## config.mk

```make
export PLATFORM = sky130hd
export DESIGN_NAME = signed_number_to_seven_segment_digits
export DESIGN_NICKNAME = d
export VERILOG_FILES = /design/src/design/snsd_pkg.sv /design/src/design/snsd_front.sv /design/src/design/snsd_queue.sv /design/src/design/snsd_back.sv /design/src/design/signed_number_to_seven_segment_digits.sv
export SDC_FILE = /design/constraint.sdc
export NUM_CORES = 1
export LEC_CHECK = 0
export BUFFER_PORTS_ARGS = -buffer_cell sky130_fd_sc_hd__clkbuf_2
export CAP_MARGIN = 5
export CORE_MARGIN = 4
export CORE_UTILIZATION = 60
export CTS_CLUSTER_DIAMETER = 60
export DETAILED_ROUTE_END_ITERATION = 6
export PLACE_DENSITY = 0.78
export SLEW_MARGIN = 20
export SYNTH_ARGS = -nofsm -noshare
export SYNTH_HDL_FRONTEND = slang
export SYNTH_SLANG_ARGS = --single-unit
```

## constraint.sdc

```tcl
create_clock -name clk -period 10.25 [get_ports clk]
set_clock_uncertainty 0.05 [all_clocks]
set_input_delay 1.5375 -clock clk [delete_from_list [all_inputs] [get_ports clk]]
set_output_delay 1.5375 -clock clk [all_outputs]
set_load 0.01 [all_outputs]
```

## src/design/snsd_pkg.sv

```systemverilog
// Types and constants shared by the digit formatter modules.
package snsd_pkg;

    localparam logic [7:0] CODE_BLANK = 8'h0F;
    localparam logic [7:0] CODE_DASH  = 8'h0A;
    localparam logic [7:0] CODE_POINT = 8'h80;

    // x / 10 == (x * 52429) >> 19 for every 16-bit x
    localparam logic [31:0] RECIP_TEN   = 32'd52429;
    localparam int          RECIP_SHIFT = 19;

    typedef struct packed {
        logic        group;
        logic        negative;
        logic [15:0] mag;
        logic [7:0]  point;
    } item_t;

endpackage

```

## src/design/snsd_front.sv

```systemverilog
// Front end: accept a command and split the number into sign and magnitude.
module snsd_front
(
    input  logic                start,
    input  logic                full,
    input  logic                group,
    input  logic signed [15:0]  number,
    input  logic [7:0]          point_place,
    output logic                push,
    output snsd_pkg::item_t     item
);
    import snsd_pkg::*;

    logic        negative;
    logic [15:0] raw;

    always_comb
    begin
        raw           = number;
        negative      = raw[15];
        push          = start && !full;
        item.group    = group;
        item.negative = negative;
        // two's complement negate; the most negative value maps to 0x8000
        item.mag      = negative ? (16'd0 - raw) : raw;
        item.point    = point_place;
    end

endmodule

```

## src/design/snsd_queue.sv

```systemverilog
// Two-entry queue between the front end and the digit sequencer.
module snsd_queue
(
    input  logic                clk,
    input  logic                rst_n,
    input  logic                push,
    input  snsd_pkg::item_t     item_in,
    input  logic                pop,
    output snsd_pkg::item_t     item_out,
    output logic                full,
    output logic                empty
);
    import snsd_pkg::*;

    item_t       entry_reg [2];
    logic        wr_ptr_reg;
    logic        wr_ptr_next;
    logic        rd_ptr_reg;
    logic        rd_ptr_next;
    logic [1:0]  count_reg;
    logic [1:0]  count_next;
    logic        do_push;
    logic        do_pop;

    always_comb
    begin
        full        = count_reg == 2'd2;
        empty       = count_reg == 2'd0;
        do_push     = push && !full;
        do_pop      = pop && !empty;
        item_out    = entry_reg[rd_ptr_reg];
        wr_ptr_next = do_push ? !wr_ptr_reg : wr_ptr_reg;
        rd_ptr_next = do_pop ? !rd_ptr_reg : rd_ptr_reg;
        count_next  = count_reg + {1'b0, do_push} - {1'b0, do_pop};
    end

    always_ff @(posedge clk or negedge rst_n)
    begin
        if (!rst_n)
        begin
            wr_ptr_reg <= 1'b0;
            rd_ptr_reg <= 1'b0;
            count_reg  <= 2'd0;
        end
        else
        begin
            wr_ptr_reg <= wr_ptr_next;
            rd_ptr_reg <= rd_ptr_next;
            count_reg  <= count_next;
        end
    end

    always_ff @(posedge clk)
    begin
        if (do_push)
        begin
            entry_reg[wr_ptr_reg] <= item_in;
        end
    end

endmodule

```

## src/design/snsd_back.sv

```systemverilog
// Digit sequencer: one divide-by-ten step and one register write per cycle while a command is active.
module snsd_back
#(
    parameter int DIGITS_PER_GROUP = 4
)
(
    input  logic                clk,
    input  logic                rst_n,
    input  snsd_pkg::item_t     item,
    input  logic                empty,
    output logic                pop,
    output logic                strobe,
    output logic [3:0]          reg_address,
    output logic [7:0]          reg_value,
    output logic                last
);
    import snsd_pkg::*;

    localparam int CW = (DIGITS_PER_GROUP > 1) ? $clog2(DIGITS_PER_GROUP) : 1;

    logic          active_reg;
    logic          active_next;
    logic [CW-1:0] cnt_reg;
    logic [CW-1:0] cnt_next;
    logic          ended_reg;
    logic          ended_next;
    logic          dash_reg;
    logic          dash_next;
    logic [15:0]   mag_reg;
    logic [15:0]   mag_next;
    logic          group_reg;
    logic          group_next;
    logic [7:0]    point_reg;
    logic [7:0]    point_next;
    logic          strobe_reg;
    logic          strobe_next;
    logic [3:0]    addr_reg;
    logic [3:0]    addr_next;
    logic [7:0]    value_reg;
    logic [7:0]    value_next;
    logic          last_reg;
    logic          last_next;

    logic          last_step;
    logic          load;
    logic [31:0]   prod;
    logic [15:0]   quot;
    logic [15:0]   rem;
    logic [7:0]    code;
    logic [4:0]    addr_sum;

    always_comb
    begin
        last_step = active_reg && (cnt_reg == CW'(DIGITS_PER_GROUP - 1));
        load      = !empty && (!active_reg || last_step);
        pop       = load;

        prod = 32'(mag_reg) * RECIP_TEN;
        quot = 16'(prod >> RECIP_SHIFT);
        rem  = mag_reg - (quot << 3) - (quot << 1);

        active_next = active_reg;
        cnt_next    = cnt_reg;
        ended_next  = ended_reg;
        dash_next   = dash_reg;
        mag_next    = mag_reg;
        group_next  = group_reg;
        point_next  = point_reg;

        // pick the code for this place
        code = {4'd0, rem[3:0]};
        if (ended_reg)
        begin
            code      = dash_reg ? CODE_DASH : CODE_BLANK;
            dash_next = 1'b0;
        end
        else if ((mag_reg < 16'd10) && (cnt_reg != '0))
        begin
            ended_next = 1'b1;
        end
        if (point_reg == 8'(cnt_reg))
        begin
            code = code | CODE_POINT;
        end

        addr_sum = (group_reg ? 5'(DIGITS_PER_GROUP) : 5'd0) + 5'(cnt_reg) + 5'd1;

        strobe_next = active_reg;
        addr_next   = addr_sum[3:0];
        value_next  = code;
        last_next   = last_step;

        if (active_reg)
        begin
            cnt_next = cnt_reg + CW'(1);
            mag_next = quot;
            if (last_step)
            begin
                active_next = 1'b0;
            end
        end

        // take the next item in the cycle the current one finishes
        if (load)
        begin
            active_next = 1'b1;
            cnt_next    = '0;
            ended_next  = 1'b0;
            dash_next   = item.negative;
            mag_next    = item.mag;
            group_next  = item.group;
            point_next  = item.point;
        end

        strobe      = strobe_reg;
        reg_address = addr_reg;
        reg_value   = value_reg;
        last        = last_reg;
    end

    always_ff @(posedge clk or negedge rst_n)
    begin
        if (!rst_n)
        begin
            active_reg <= 1'b0;
            cnt_reg    <= '0;
            ended_reg  <= 1'b0;
            dash_reg   <= 1'b0;
            strobe_reg <= 1'b0;
        end
        else
        begin
            active_reg <= active_next;
            cnt_reg    <= cnt_next;
            ended_reg  <= ended_next;
            dash_reg   <= dash_next;
            strobe_reg <= strobe_next;
        end
    end

    always_ff @(posedge clk)
    begin
        mag_reg   <= mag_next;
        group_reg <= group_next;
        point_reg <= point_next;
        addr_reg  <= addr_next;
        value_reg <= value_next;
        last_reg  <= last_next;
    end

endmodule

```

## src/design/signed_number_to_seven_segment_digits.sv

```systemverilog
// Top level of the signed number to seven-segment digit-register formatter.
//
// Command channel: a transfer happens at a rising clk edge where start is high
// and busy is low; group, number and point_place are sampled at that edge.
// busy rises only while the two-entry command queue is full.
//
// Result channel: each command yields DIGITS_PER_GROUP digit-register writes,
// least significant digit first, one per cycle, each on reg_address and
// reg_value for exactly one cycle with strobe high. last marks the final
// write of a command. The receiver takes every write; it cannot stall.
//
// When the sequencer is idle, an accepted command is written into the queue,
// then loaded into the sequencer, which registers its first write.
// Throughput: one write per cycle; queued commands follow back to back.
//
// Reset (rst_n low, asynchronous): the queue empties, the sequencer drops
// any command in flight and strobe goes low.
module signed_number_to_seven_segment_digits
#(
    parameter int DIGITS_PER_GROUP = 4
)
(
    input  logic                clk,
    input  logic                rst_n,
    input  logic                start,
    output logic                busy,
    input  logic                group,
    input  logic signed [15:0]  number,
    input  logic [7:0]          point_place,
    output logic                strobe,
    output logic [3:0]          reg_address,
    output logic [7:0]          reg_value,
    output logic                last
);
    import snsd_pkg::*;

    item_t front_item;
    item_t queue_item;
    logic  push;
    logic  pop;
    logic  full;
    logic  empty;

    assign busy = full;

    // classify: split sign and magnitude
    snsd_front u_front
    (
        .start       (start),
        .full        (full),
        .group       (group),
        .number      (number),
        .point_place (point_place),
        .push        (push),
        .item        (front_item)
    );

    // hold commands while the sequencer is working
    snsd_queue u_queue
    (
        .clk      (clk),
        .rst_n    (rst_n),
        .push     (push),
        .item_in  (front_item),
        .pop      (pop),
        .item_out (queue_item),
        .full     (full),
        .empty    (empty)
    );

    // advance one digit per cycle while a command is active and drive the writes
    snsd_back #(
        .DIGITS_PER_GROUP (DIGITS_PER_GROUP)
    ) u_back
    (
        .clk         (clk),
        .rst_n       (rst_n),
        .item        (queue_item),
        .empty       (empty),
        .pop         (pop),
        .strobe      (strobe),
        .reg_address (reg_address),
        .reg_value   (reg_value),
        .last        (last)
    );

endmodule

```

==> results.toml <==
[sta]
relSlewSlack = 0.391
holdWs_ns = 0.406
fmax_ghz = 0.160
setup_tns_ns = 0
worst_slew_pin_slew_ns = 0.912
final.period_utilization = 0.609
hold_viol_final = 0
slew_viol_final = 0
finalSetupViolCount = 0
final.min_clock_period_ns = 6.24
rsz0062_at_grt = "false"

[yosys]
synth_edf_count = 77
synthTopCellsByArea = "edfxtp_1 (27%), ha_1 (21%), fa_1 (19%)"
synth_mux_area_frac = 0.0273
synth_top_area_frac = 0.268
yosys.area_share.adder = 0.400
synth_compound_area_frac = 0.0742
synth_xor_area_frac = 0.0412
ys.flop_type = "edfxtp_1"
syn_inst = 764
ys_seq_area_frac = 0.320
syn_area_um2 = 8630
synth_top_family_by_area = "adder cells"
async_flop_share = 0.103
ys_types = 55
avgSynthCellArea_um2 = 11.3
yosysWarnings = 0
synth-simple-area-share = 0.0545
synth_top_area_cell = "edfxtp_1"
synth-seq-cells = 97

[setup_path]
critPathSlowestCell = "edfxtp_1"
path_class = "flop to flop"
r2r_cells = 18
crit_top_cell = "fa_1"
path_delay_family = "adder cells"
startpoint_type = "flop"
worstPathRequired_ns = 10.28
path_cells = "inv_1 -> ha_1 -> inv_1 -> fa_1 -> fa_1 -> fa_1 -> fa_1 -> inv_1 -> fa_1 -> ha_1 -> a21oi_1 -> o211ai_1 -> a31oi_1 -> o21ai_1 -> o21ai_2 -> nor2_1 -> o21a_1 -> o41a_1"
path_depth = 18
worstReg2RegEnd = "u_back.mag_reg[9]$_DFFE_PP_"
cp_max_fo = 7
crit_arrival_ns = 6.27
rrSetupSlack_ns = 4.01
slowest_delay_ns = 0.59
rr_startpoint = "u_back.mag_reg[5]$_DFFE_PP_"
endpoint_kind = "flop"
critPathBufInv = 3

[route]
viasPerCell = 5.45
first_pass_iters = 4
post_drt_wl_per_cell_um = 18.4
via_count = 5418
drtIter0Drc = 283
drc = 0
drtAntennaViolNets = 0
routed_wl_um = 18300

[cells_and_area]
stdcell_area_um2 = 9360
largest_register_ffs = 52
fin_nets = 1065
post-route-util = 0.669
drive_gt1_frac = 0.101
area_growth_pct = 8.44
num_antenna_cells = 0

[floorplan]
rows = 43
dieArea_um2 = 16400
die_height_um = 128
initial_core_util = 0.617
pin_count = 43
die_w_um = 128
core_region_area_um2 = 14000

[clock_network]
cts-root-buf = "clkbuf_16"
postCtsSetupBuffers = 0
cts_buffers = 9
clk_latency_ns = 0.34
cts_tree = "yes"
clock_sinks = 97
cts_resized = 0
htreeDepth = 3
holdBufCountCts = 0
cts_buffer_depth = 2
clk_pin_slew_worst_paths_ns = 0.07

[placed_design]
placed_cell_area_um2 = 9040
place.gp.congestion = 0.992
hpwl_um = 15500
portBuffers = 39

[worst_hold_path]
hold_start = "u_back.active_reg$_DFF_PN0_"
hold_class = "flop to flop"
hold_path_depth = 0
worstHoldEndpoint = "u_back.strobe$_DFF_PN0_"

[global_routing]
grt_first_pass_wirelength_um = 30100
grt_max_degree = 32
first_global_vias = 6018
grt_usage = 0.241
antenna_found_initial = 0
overflow = 0

[flow_run]
cap_violations = 0

[status]
outcome = "finished, final reports clean"
[metal layers]
layer | part of all wire | routed length [um] | vias to the layer above | global-route usage
met5 | 0 | 0 | - | 0
met4 | 0.029 | 528 | 0 | 0.0799
met3 | 0.039 | 706 | 30 | 0.0396
met2 | 0.53 | 9690 | 106 | 0.439
met1 | 0.40 | 7390 | 2658 | 0.289
li1 | - | - | 2624 | -
[layout by cell type (no fill, tap or decap), drive strengths merged, types with 4 or more instances in the layout]
cell,synthesis,final
xor2,12,12
dfrtp,10,10
edfxtp,77,77
nand2b,9,9
dfxtp,10,10
nand2,37,37
and3,5,5
nor2,17,17
inv,176,179
nor4,5,5
a211oi,5,5
a21o,11,11
o21ai,33,33
ha,148,148
fa,80,80
o211ai,4,4
clkbuf,4,48
mux2i,10,10
a21oi,20,20
nor3,4,4
xnor2,26,26
o31ai,5,5
nor2b,4,4
mux2,12,12
nand4,4,4
[worst reg2reg max path, stage by stage (launching register included)]
cell and delay, ns:
edfxtp_1 0.59, inv_1 0.12, ha_1 0.39, inv_1 0.09, fa_1 0.53, fa_1 0.52, fa_1 0.52, fa_1 0.55
inv_1 0.06, fa_1 0.42, ha_1 0.25, a21oi_1 0.35, o211ai_1 0.26, a31oi_1 0.32, o21ai_1 0.19, o21ai_2 0.16
nor2_1 0.07, o21a_1 0.19, o41a_1 0.34
[cells in the mapped netlist, types with 3 or more instances]
| cell | instances |
|---|---|
| xor2_1 | 12 |
| fa_1 | 80 |
| inv_1 | 176 |
| and3_1 | 5 |
| nor3_1 | 4 |
| ha_1 | 148 |
| xnor2_1 | 26 |
| nand2b_1 | 9 |
| edfxtp_1 | 77 |
| dfrtp_1 | 10 |
| nand3_1 | 3 |
| buf_4 | 3 |
| clkbuf_1 | 4 |
| nor4_1 | 5 |
| o21ai_0 | 26 |
| nor2_1 | 17 |
| o21ai_1 | 5 |
| nand4_1 | 3 |
| mux2i_1 | 10 |
| nor2b_1 | 4 |
| o211ai_1 | 3 |
| nand2_1 | 37 |
| buf_1 | 3 |
| dfxtp_1 | 10 |
| o31ai_1 | 5 |
| a21oi_1 | 20 |
| a21o_1 | 10 |
| or4_1 | 3 |
| a211oi_1 | 4 |
| mux2_2 | 12 |
[cell families after synthesis]
logic type	count (synthesis)
flip-flops	97
AND/OR/NAND/NOR	96
XOR/XNOR	39
adder cells (fa/ha/maj)	228
buffers and inverters	186
other	1
AO/OA/AOI/OAI	95
multiplexers	22
[worst max-delay path by stage]
| stage | startpoint | to | slack (ns) |
|---|---|---|---|
| after floorplan | u_back.mag_reg[3]$_DFFE_PP_ | u_back.reg_value[3]$_SDFF_PP1_ | 4.64 |
| after global placement | u_back.mag_reg[5]$_DFFE_PP_ | u_back.mag_reg[9]$_DFFE_PP_ | 4.16 |
| after detailed placement | u_back.mag_reg[5]$_DFFE_PP_ | u_back.reg_value[3]$_SDFF_PP1_ | 4.08 |
| after CTS | u_back.mag_reg[5]$_DFFE_PP_ | u_back.reg_value[3]$_SDFF_PP1_ | 4.04 |
| after global routing | u_back.mag_reg[4]$_DFFE_PP_ | u_back.reg_value[3]$_SDFF_PP1_ | 3.74 |
| final | u_back.mag_reg[5]$_DFFE_PP_ | u_back.mag_reg[9]$_DFFE_PP_ | 4.01 |
[per-stage QoR]
step                      setup slack [ns]  std cells
after floorplan                       4.64        766
after global placement                4.16        978
after detailed placement              4.08        978
after CTS                             4.04        994
after global routing                  3.74        994
final                                 4.01        994
[layout make-up]
type                       count  area [um^2]
tap                          180          225
timing repair buffer          42          218
clock buffer                   9          225
multi-input combinational    483         5170
clock inverter                 7         97.6
sequential                    97         2760
fill                        1069         4630
inverter                     176          661
Power is not shown: default switching activity piles up to over one toggle a cycle in this logic, so the estimate is an artifact.
